### src/rtl/core/isp_pkg.sv
// Shared types, character codes and helpers of the infix to postfix converter.
package isp_pkg;

	typedef struct packed {
		logic [7:0] char_in;
		logic       expr_end;
	} in_word_t;

	typedef struct packed {
		logic [7:0] char_out;
		logic       has_char;
		logic       run_last;
		logic       expr_done;
		logic [1:0] error_code;
	} out_word_t;

	// word handed from the control to the output register
	typedef struct packed {
		logic      valid;
		out_word_t word;
	} emit_t;

	typedef enum logic [2:0] {
		ST_IDLE,
		ST_CHK,
		ST_UNM,
		ST_END,
		ST_FL
	} state_t;

	localparam logic [7:0] CH_PLUS  = 8'h2B;
	localparam logic [7:0] CH_MINUS = 8'h2D;
	localparam logic [7:0] CH_STAR  = 8'h2A;
	localparam logic [7:0] CH_SLASH = 8'h2F;
	localparam logic [7:0] CH_OPEN  = 8'h28;
	localparam logic [7:0] CH_CLOSE = 8'h29;

	localparam logic [1:0] ERR_NONE      = 2'd0;
	localparam logic [1:0] ERR_UNMATCHED = 2'd1;
	localparam logic [1:0] ERR_OVERFLOW  = 2'd2;

	function automatic logic [1:0] prec_of(input logic [7:0] c);
		logic [1:0] p;
		case (c)
			CH_PLUS, CH_MINUS: p = 2'd1;
			CH_STAR, CH_SLASH: p = 2'd2;
			default:           p = 2'd0;
		endcase
		return p;
	endfunction

	function automatic logic is_letter(input logic [7:0] c);
		return (c inside {[8'h41:8'h5A], [8'h61:8'h7A]});
	endfunction

	function automatic out_word_t mk_word(input logic [7:0] c, input logic has,
			input logic [1:0] err);
		out_word_t w;
		w.char_out   = c;
		w.has_char   = has;
		w.run_last   = 1'b0;
		w.expr_done  = 1'b0;
		w.error_code = err;
		return w;
	endfunction

endpackage

### src/rtl/core/isp_stack_ram.sv
// Operator stack storage: one write port, one registered read port.
module isp_stack_ram #(
	parameter int DEPTH = 16,
	parameter int AW    = 4
) (
	input  logic          clk,
	input  logic          we,
	input  logic [AW-1:0] waddr,
	input  logic [7:0]    wdata,
	input  logic [AW-1:0] raddr,
	output logic [7:0]    rdata
);

	logic [7:0] mem [DEPTH];

	always_ff @(posedge clk) begin
		if (we) begin
			mem[waddr] <= wdata;
		end
		rdata <= mem[raddr];
	end

endmodule

### src/rtl/core/isp_out_stage.sv
// Output register between the control and the result channel.
module isp_out_stage (
	input  logic               clk,
	input  logic               arst_n,
	input  isp_pkg::emit_t     to_out,
	output logic               out_free,
	output logic               out_valid,
	input  logic               out_ready,
	output isp_pkg::out_word_t out_data
);

	logic               vld_q;
	isp_pkg::out_word_t word_q;

	assign out_free  = !vld_q || out_ready;
	assign out_valid = vld_q;
	assign out_data  = word_q;

	always_ff @(posedge clk or negedge arst_n) begin
		if (!arst_n) begin
			vld_q <= 1'b0;
		end else if (out_free) begin
			vld_q <= to_out.valid;
		end
	end

	always_ff @(posedge clk) begin
		if (out_free && to_out.valid) begin
			word_q <= to_out.word;
		end
	end

endmodule

### src/rtl/core/isp_ctrl.sv
// Sequencer: stack pointer, read-modify-write of the stack, one-word result holdback.
module isp_ctrl #(
	parameter int DEPTH = 16,
	localparam int CW   = $clog2(DEPTH + 1),
	localparam int AW   = $clog2(DEPTH)
) (
	input  logic              clk,
	input  logic              arst_n,
	input  logic              in_valid,
	output logic              in_ready,
	input  isp_pkg::in_word_t in_data,
	input  logic              out_free,
	output isp_pkg::emit_t    to_out,
	output logic              we,
	output logic [AW-1:0]     waddr,
	output logic [7:0]        wdata,
	output logic [AW-1:0]     raddr,
	input  logic [7:0]        rdata
);

	isp_pkg::state_t    state_q, state_d;
	logic [CW-1:0]      count_q, count_d, count_m1;
	logic [7:0]         c_q;
	logic               end_q;
	logic               close_q;
	isp_pkg::out_word_t pend_q;
	logic               pend_vld_q;

	logic               stall, act;
	logic               emit;
	isp_pkg::out_word_t ew;
	logic               push, pop, fin;
	isp_pkg::out_word_t fin_word;
	logic               popc, full, accept;

	assign accept = in_valid && in_ready;
	assign full   = (count_q >= CW'(DEPTH));
	// operator pass: pop while top is not '(' and binds at least as tight
	assign popc   = close_q || ((rdata != isp_pkg::CH_OPEN) &&
		(isp_pkg::prec_of(rdata) >= isp_pkg::prec_of(c_q)));
	assign act    = !stall;

	// datapath controls
	always_comb begin
		in_ready = 1'b0;
		emit     = 1'b0;
		ew       = '0;
		push     = 1'b0;
		pop      = 1'b0;
		fin      = 1'b0;
		wdata    = c_q;
		fin_word = pend_q;
		case (state_q)
			isp_pkg::ST_IDLE: begin
				in_ready = 1'b1;
				wdata    = in_data.char_in;
				if (in_valid) begin
					if (isp_pkg::is_letter(in_data.char_in)) begin
						emit = 1'b1;
						ew   = isp_pkg::mk_word(in_data.char_in, 1'b1, isp_pkg::ERR_NONE);
					end else if (in_data.char_in == isp_pkg::CH_OPEN) begin
						if (full) begin
							emit = 1'b1;
							ew   = isp_pkg::mk_word(8'h00, 1'b0, isp_pkg::ERR_OVERFLOW);
						end else begin
							push = 1'b1;
						end
					end else if (count_q == '0) begin
						if (in_data.char_in == isp_pkg::CH_CLOSE) begin
							emit = 1'b1;
							ew   = isp_pkg::mk_word(8'h00, 1'b0, isp_pkg::ERR_UNMATCHED);
						end else begin
							push = 1'b1;
						end
					end
				end
			end
			isp_pkg::ST_CHK: begin
				if (close_q) begin
					pop = 1'b1;
					if (rdata != isp_pkg::CH_OPEN) begin
						emit = 1'b1;
						ew   = isp_pkg::mk_word(rdata, 1'b1, isp_pkg::ERR_NONE);
					end
				end else if (popc) begin
					pop  = 1'b1;
					emit = 1'b1;
					ew   = isp_pkg::mk_word(rdata, 1'b1, isp_pkg::ERR_NONE);
					push = (count_q == CW'(1));
				end else if (full) begin
					emit = 1'b1;
					ew   = isp_pkg::mk_word(8'h00, 1'b0, isp_pkg::ERR_OVERFLOW);
				end else begin
					push = 1'b1;
				end
			end
			isp_pkg::ST_UNM: begin
				emit = 1'b1;
				ew   = isp_pkg::mk_word(8'h00, 1'b0, isp_pkg::ERR_UNMATCHED);
			end
			isp_pkg::ST_END: begin
				if (!(end_q && count_q != '0) && (end_q || pend_vld_q)) begin
					fin = 1'b1;
					if (!pend_vld_q) begin
						fin_word = isp_pkg::mk_word(8'h00, 1'b0, isp_pkg::ERR_NONE);
					end
					fin_word.run_last  = 1'b1;
					fin_word.expr_done = end_q;
				end
			end
			isp_pkg::ST_FL: begin
				pop  = 1'b1;
				emit = 1'b1;
				ew   = isp_pkg::mk_word(rdata, 1'b1, isp_pkg::ERR_NONE);
			end
			default: begin
				in_ready = 1'b0;
			end
		endcase
		// a held word can only move on when the output register takes it
		stall = !out_free && ((emit && pend_vld_q) || fin);
	end

	// next state
	always_comb begin
		state_d = state_q;
		if (act) begin
			case (state_q)
				isp_pkg::ST_IDLE: begin
					if (accept) begin
						if (isp_pkg::is_letter(in_data.char_in) ||
								in_data.char_in == isp_pkg::CH_OPEN ||
								count_q == '0) begin
							state_d = isp_pkg::ST_END;
						end else begin
							state_d = isp_pkg::ST_CHK;
						end
					end
				end
				isp_pkg::ST_CHK: begin
					if (close_q) begin
						if (rdata == isp_pkg::CH_OPEN) begin
							state_d = isp_pkg::ST_END;
						end else if (count_q == CW'(1)) begin
							state_d = isp_pkg::ST_UNM;
						end
					end else if (!(popc && count_q != CW'(1))) begin
						state_d = isp_pkg::ST_END;
					end
				end
				isp_pkg::ST_UNM: state_d = isp_pkg::ST_END;
				isp_pkg::ST_END: begin
					if (end_q && count_q != '0) begin
						state_d = isp_pkg::ST_FL;
					end else begin
						state_d = isp_pkg::ST_IDLE;
					end
				end
				isp_pkg::ST_FL: begin
					if (count_q == CW'(1)) begin
						state_d = isp_pkg::ST_END;
					end
				end
				default: state_d = isp_pkg::ST_IDLE;
			endcase
		end
	end

	// stack pointer; the read port addresses the top after this cycle (a same-cycle write is not seen)
	always_comb begin
		count_d = count_q;
		if (act) begin
			count_d = count_q + CW'(push) - CW'(pop);
		end
		count_m1 = count_d - CW'(1);
		raddr    = (count_d == '0) ? '0 : count_m1[AW-1:0];
	end

	assign we    = push && act;
	// the write slot is the old top when a pop and push share a cycle
	assign waddr = pop ? count_m1[AW-1:0] : count_q[AW-1:0];

	always_comb begin
		to_out.valid = 1'b0;
		to_out.word  = pend_q;
		if (act && fin) begin
			to_out.valid = 1'b1;
			to_out.word  = fin_word;
		end else if (act && emit && pend_vld_q) begin
			to_out.valid = 1'b1;
		end
	end

	always_ff @(posedge clk or negedge arst_n) begin
		if (!arst_n) begin
			state_q    <= isp_pkg::ST_IDLE;
			count_q    <= '0;
			pend_vld_q <= 1'b0;
		end else begin
			state_q <= state_d;
			count_q <= count_d;
			if (act && fin) begin
				pend_vld_q <= 1'b0;
			end else if (act && emit) begin
				pend_vld_q <= 1'b1;
			end
		end
	end

	always_ff @(posedge clk) begin
		if (accept) begin
			c_q     <= in_data.char_in;
			end_q   <= in_data.expr_end;
			close_q <= (in_data.char_in == isp_pkg::CH_CLOSE);
		end
		if (act && emit) begin
			pend_q <= ew;
		end
	end

endmodule

### src/rtl/core/infix_to_postfix_converter_top.sv
// Top level of the infix to postfix converter.
// Converts an infix expression, fed one ASCII character per input word, into
// postfix order with the shunting-yard scheme. Letters pass straight through,
// '(' and operators are kept on a STACK_DEPTH-entry operator stack held in a
// synchronous RAM with a registered read port; the stack pointer lives in a
// register. Each character is handled by a sequencer: a letter, '(' or any
// character arriving on an empty stack goes from ST_IDLE straight to ST_END.
// An operator on a non-empty stack goes to ST_CHK, which pops entries while
// the top binds at least as tight and then pushes the operator before ST_END.
// ')' pops entries in ST_CHK up to and including its matching '('; with no
// matching '(' it empties the stack and passes through ST_UNM for its error
// word. When expr_end is set, ST_FL drains the remaining stack one entry at a
// time before ST_END. Consumer stalls can hold the sequencer. The pace is set
// by the single RAM read port: every pop needs a fresh top-of-stack read.
// Every result word is held back one step so the last word of a character can
// be tagged run_last (and expr_done at the end of an expression); an output
// register lets the next character start while a finished word waits. An
// unmatched ')' or a push onto a full stack yields a word with has_char 0 and
// error_code set. The stack needs no clearing after reset.
module infix_to_postfix_converter_top #(
	parameter int STACK_DEPTH = 16
) (
	input  logic               clk,
	input  logic               arst_n,
	input  logic               in_valid,
	output logic               in_ready,
	input  isp_pkg::in_word_t  in_data,
	output logic               out_valid,
	input  logic               out_ready,
	output isp_pkg::out_word_t out_data
);

	localparam int AW = $clog2(STACK_DEPTH);

	logic           out_free;
	isp_pkg::emit_t to_out;
	logic           we;
	logic [AW-1:0]  waddr, raddr;
	logic [7:0]     wdata, rdata;

	// operator stack storage
	isp_stack_ram #(
		.DEPTH (STACK_DEPTH),
		.AW    (AW)
	) u_ram (
		.clk   (clk),
		.we    (we),
		.waddr (waddr),
		.wdata (wdata),
		.raddr (raddr),
		.rdata (rdata)
	);

	// per-character sequencer and stack pointer
	isp_ctrl #(
		.DEPTH (STACK_DEPTH)
	) u_ctrl (
		.clk      (clk),
		.arst_n   (arst_n),
		.in_valid (in_valid),
		.in_ready (in_ready),
		.in_data  (in_data),
		.out_free (out_free),
		.to_out   (to_out),
		.we       (we),
		.waddr    (waddr),
		.wdata    (wdata),
		.raddr    (raddr),
		.rdata    (rdata)
	);

	// result word register toward the consumer
	isp_out_stage u_out (
		.clk       (clk),
		.arst_n    (arst_n),
		.to_out    (to_out),
		.out_free  (out_free),
		.out_valid (out_valid),
		.out_ready (out_ready),
		.out_data  (out_data)
	);

endmodule
### config.mk
export PLATFORM = sky130hd
export DESIGN_NAME = infix_to_postfix_converter_top
export DESIGN_NICKNAME = d
export VERILOG_FILES = /design/src/rtl/core/isp_pkg.sv /design/src/rtl/core/isp_stack_ram.sv /design/src/rtl/core/isp_out_stage.sv /design/src/rtl/core/isp_ctrl.sv /design/src/rtl/core/infix_to_postfix_converter_top.sv
export SDC_FILE = /design/constraint.sdc
export NUM_CORES = 1
export LEC_CHECK = 0
export ABC_CLOCK_PERIOD_IN_PS = 7600
export BUFFER_PORTS_ARGS = -buffer_cell sky130_fd_sc_hd__buf_2
export CAP_MARGIN = 5
export CELL_PAD_IN_SITES_DETAIL_PLACEMENT = 1
export CELL_PAD_IN_SITES_GLOBAL_PLACEMENT = 2
export CORE_MARGIN = 4
export CORE_UTILIZATION = 44
export CTS_CLUSTER_DIAMETER = 200
export DETAILED_ROUTE_END_ITERATION = 12
export GPL_ROUTABILITY_DRIVEN = 0
export PLACE_DENSITY = 0.8
export RECOVER_POWER = 25
export SETUP_SLACK_MARGIN = 0.4
export SYNTH_ARGS = -nofsm -noshare
export SYNTH_HDL_FRONTEND = slang
export SYNTH_SLANG_ARGS = --single-unit
export TNS_END_PERCENT = 1
### constraint.sdc
create_clock -name clk -period 7.6 [get_ports clk]
set_clock_uncertainty 0.1 [all_clocks]
set_input_delay 0.38 -clock clk [delete_from_list [all_inputs] [get_ports clk]]
set_output_delay 0.38 -clock clk [all_outputs]
set_load 0.05 [all_outputs]
==> key figures <==
Flow run
  – Number of maximum-capacitance violations: 0

Yosys
  – Share of synthesized area occupied by flip-flops and latches: approximately 65%
  – Post-synthesis compound-gate area fraction: 12.60%
  – Syn Inst Count: 625
  – Fraction of the mapped netlist area in adder cells: 1.776%
  – Post-synthesis share of cell area spent on and, or, nand and nor gates: 12.49%
  – Dominant synthesized flop cell: sky130_fd_sc_hd__edfxtp_1
  – Most area-consuming cells after synthesis: sky130_fd_sc_hd__edfxtp_1, sky130_fd_sc_hd__nand2_1, sky130_fd_sc_hd__mux2i_1
  – Yosys warnings: 0
  – Multiplexer share of the synthesized area: 4.225%
  – Flip-flop and latch count after synthesis: 180
  – Post-synthesis instance area: 8173 um^2
  – Share of Yosys cell area claimed by the top area cell type: 59.52%
  – Dominant combinational cell family by area after synthesis: compound AO/OA/AOI/OAI gates
  – Number of enable-type register cells in the synthesized netlist: ~160
  – Mean instance size in the synthesized netlist: 13.08 um^2
  – Cell taking the most area after synthesis: sky130_fd_sc_hd__edfxtp_1
  – Share of synthesized registers carrying an async set or reset: 5.556%
  – Synth unique cells: 71
  – Post-synthesis share of cell area spent on xor and xnor gates: 1.164%
  – Net Count, Synth: ~650

Routing
  – Wirelength, routed: 21.19 mm
  – Drt first pass iters: 5
  – Antenna violation net count after detailed routing: 0
  – DR vias/cell: between 5 and 6
  – Per-cell routed wire length: 23.91 um
  – Post-detailed-route DRC marker count: 0
  – Number of DRC violations after detailed-routing iteration 0: about 470
  – Number of vias after detailed routing: between 5000 and 6000

Timing
  – Setup repair after global routing missed its margin: false
  – Final setup violation count: 0
  – Final worst-path cycle share: about nine tenths
  – Post-route setup TNS: 0 ns
  – Maximum operating frequency: 149.4 MHz
  – Final critical delay including setup and external delays: 6.694 ns
  – Slew Limit Fails: 0
  – Transition time of the tightest slew-check pin: 1.201 ns
  – Worst rel slew slack: between 10% and 20%
  – Final number of hold-violating endpoints: 0

Critical path
  – Worst endpoint required time: 7.80 ns
  – Critical path peak fanout: 36
  – Type of the worst setup path: flop to flop
  – Sort of element at the start of the critical path: flop
  – Kind of end point of the critical path: flop
  – Data arrival time of the critical path: between 6 and 7 ns

Clock network
  – Total of hold buffers inserted after clock tree synthesis: 1
  – Count of clock tree sinks: 180
  – Number of buffers created by CTS: 17
  – Number of resized instances in the post-cts repair step: 0
  – TritonCTS clock tree: done
  – Latest clock arrival within the worst-skew pair: between 0.4 and 0.5 ns
  – H-tree lvl count: 4
  – Count of buffers added by post-CTS timing repair for setup: 0
  – Post-CTS clock slew at the launch and capture registers of the worst setup and hold paths: 0.07 ns
  – Buffer levels on the longest clock path: 2
  – Root buf cell: sky130_fd_sc_hd__clkbuf_16

Global route
  – Vias in the first global route: 5485
  – First-pass GRT wire length: roughly 32 mm
  – Antenna violations before repair: 0
  – Largest net degree at the start of global routing: 56
  – Remaining global-route overflow: 0
  – Total global-route track usage: a little over a fifth

Die
  – Starting density of the core: 45.19%
  – Chip Height: 144.3 um
  – Overall die area: 20820 um^2
  – Core area: approximately 18000 um^2
  – Std cell rows: between 40 and 50
  – Total I/O pin count: 28
  – Horizontal extent of the die: roughly 140 um

Cells and area
  – Antenna cells: 0
  – # fillers: 1802
  – Share of final-layout standard cells stronger than drive strength 1: under 10%
  – Nets: around 670
  – Layout-stage area growth over the synthesis result: 10.46%

Worst hold path
  – Type of the tightest min-delay check: input pin to flop

Run status
  – Run status: completed

Placed design
  – Buffers on Ports: 27
  – HPWL Detailed: 14.18 mm
-- final timing paths --
| path | slack, ns | cells after the start | to | startpoint |
|---|---|---|---|---|
| max | 0.91 | 23 | u_ram.rdata[6] | u_ram.rdata[4] |
| min | 0.04 | 1 | u_ctrl.end_q | in_data[0] |
| max reg2reg | 0.91 | 23 | u_ram.rdata[6] | u_ram.rdata[4] |
| min reg2reg | 0.43 | 1 | u_out.out_data[12] | u_ctrl.pend_q[12] |
| max in group asynchronous | 6.56 | 2 | u_ctrl.state_q[1] | arst_n |
| min in group asynchronous | 0.40 | 2 | u_ctrl.state_q[2] | arst_n |
-- cell type report --
class	instances	area, um^2	area share (%)
Clock inverter	14	185.2	2.051
Clock buffer	18	429.2	4.754
Timing Repair Buffer	32	142.6	1.580
Inverter	19	76.32	0.8455
Tap cell	229	286.5	3.174
Multi-Input combinational cell	394	2633	29.16
Sequential cell	180	5275	58.43
-- per-stage QoR --
stage / worst slack (ns) / cells / utilization (%) / hold slack, ns / area (um^2)
6_report: 0.9060 / 886 / 49.91 / 0.03785 / 9027
5_1_grt: 0.4311 / 886 / 49.91 / 0.03245 / 9027
4_1_cts: 0.9441 / 886 / 50.11 / 0.03208 / 9064
3_5_place_dp: 1.019 / 853 / 46.66 / 0.1760 / 8439
3_3_place_gp: 1.231 / 853 / 46.66 / 0.1639 / 8439
2_1_floorplan: 1.698 / 625 / - / -0.01559 / 8173
-- cell usage after synthesis (all sizes together), types with 5 or more instances --
cell type / instances
buf: 16
nand2: 71
o211ai: 9
nand2b: 5
a21oi: 19
a211oi: 8
and3: 12
a31oi: 10
dfxtp: 8
inv: 18
nor2: 42
and2: 12
o32ai: 9
a2111oi: 7
xnor2: 7
nand3: 8
nor2b: 16
nor3: 25
a221oi: 8
ha: 10
dfrtp: 10
o21ai: 20
o21a: 8
a22o: 6
edfxtp: 162
clkbuf: 16
mux2i: 28
o41ai: 8
-- state kept, by name, indices dropped and copies added, names as in the netlist --
register / cells
u_ram.mem: 128
u_out.out_data: 13
u_ctrl.pend_q: 11
u_ctrl.c_q: 8
u_ram.rdata: 8
u_ctrl.count_q: 5
u_ctrl.state_q: 3
u_ctrl.close_q: 1
u_ctrl.end_q: 1
u_ctrl.pend_vld_q: 1
u_out.out_valid: 1
-- layout by cell type (no fill, tap or decap), types with 4 or more instances in the layout --
cell                        Yosys  final
sky130_fd_sc_hd__a2111oi_0      7      7
sky130_fd_sc_hd__a211oi_1       8      8
sky130_fd_sc_hd__a21o_1         4      4
sky130_fd_sc_hd__a21oi_1       19     19
sky130_fd_sc_hd__a221oi_1       8      8
sky130_fd_sc_hd__a22o_1         6      6
sky130_fd_sc_hd__a31oi_1        9      9
sky130_fd_sc_hd__and2_1        11      9
sky130_fd_sc_hd__and3_1        12     12
sky130_fd_sc_hd__buf_2          7      4
sky130_fd_sc_hd__clkbuf_1      16     25
sky130_fd_sc_hd__clkbuf_16      0     17
sky130_fd_sc_hd__dfrtp_1       10     10
sky130_fd_sc_hd__dfxtp_1        8      8
sky130_fd_sc_hd__edfxtp_1     162    162
sky130_fd_sc_hd__ha_1          10     10
sky130_fd_sc_hd__inv_1         17     17
sky130_fd_sc_hd__inv_8          0      4
sky130_fd_sc_hd__mux2i_1       26     26
sky130_fd_sc_hd__nand2_1       71     71
sky130_fd_sc_hd__nand2b_1       5      5
sky130_fd_sc_hd__nand3_1        8      8
sky130_fd_sc_hd__nor2_1        42     42
sky130_fd_sc_hd__nor2b_1       16     16
sky130_fd_sc_hd__nor3_1        24     24
sky130_fd_sc_hd__o211ai_1       9      9
sky130_fd_sc_hd__o21a_1         8      8
sky130_fd_sc_hd__o21ai_0       14     14
sky130_fd_sc_hd__o21ai_1        6      6
sky130_fd_sc_hd__o32ai_1        9      9
sky130_fd_sc_hd__o41ai_1        7      7
sky130_fd_sc_hd__xnor2_1        6      6
-- critical path, stage by stage, from the launching register on --
cell and delay, ns:
sky130_fd_sc_hd__dfxtp_1 0.32, sky130_fd_sc_hd__nor4b_1 0.50, sky130_fd_sc_hd__and2_0 0.22, sky130_fd_sc_hd__nand3_1 0.10, sky130_fd_sc_hd__ha_1 0.30, sky130_fd_sc_hd__nand2b_1 0.16
sky130_fd_sc_hd__a21o_1 0.21, sky130_fd_sc_hd__a21oi_1 0.14, sky130_fd_sc_hd__o21a_1 0.13, sky130_fd_sc_hd__nor2_1 0.04, sky130_fd_sc_hd__buf_4 0.22, sky130_fd_sc_hd__ha_1 0.29
sky130_fd_sc_hd__inv_1 0.04, sky130_fd_sc_hd__ha_1 0.21, sky130_fd_sc_hd__inv_1 0.07, sky130_fd_sc_hd__fa_1 0.40, sky130_fd_sc_hd__mux2_2 0.32, sky130_fd_sc_hd__ha_1 0.29
sky130_fd_sc_hd__buf_4 0.35, sky130_fd_sc_hd__inv_1 0.43, sky130_fd_sc_hd__nor2_1 1.03, sky130_fd_sc_hd__o21ai_0 0.18, sky130_fd_sc_hd__a41o_1 0.29, sky130_fd_sc_hd__o32ai_1 0.20
-- kinds of logic (layout without fill, tap and decap cells) --
logic type                 Yosys count  in the layout
and+or+nand+nor                    207            207
DFF                                180            180
AOI/OAI and AO/OA                  134            134
buffers and inverters               51             83
muxes                               32             32
adders and majority gates           11             11
xor gates and xnor gates            10             10
-- per-layer routing --
layer	vias up	track usage, %	share of wire (%)
met3	30	3.604	3.9
met1	2708	26.78	42
met5	-	0	0
met2	130	37.36	52
met4	0	6.038	2.1
li1	2425	-	-
Power is left out: the tool's default activity adds up to more than one toggle a clock period on the data nets, which glitch-free logic cannot reach.
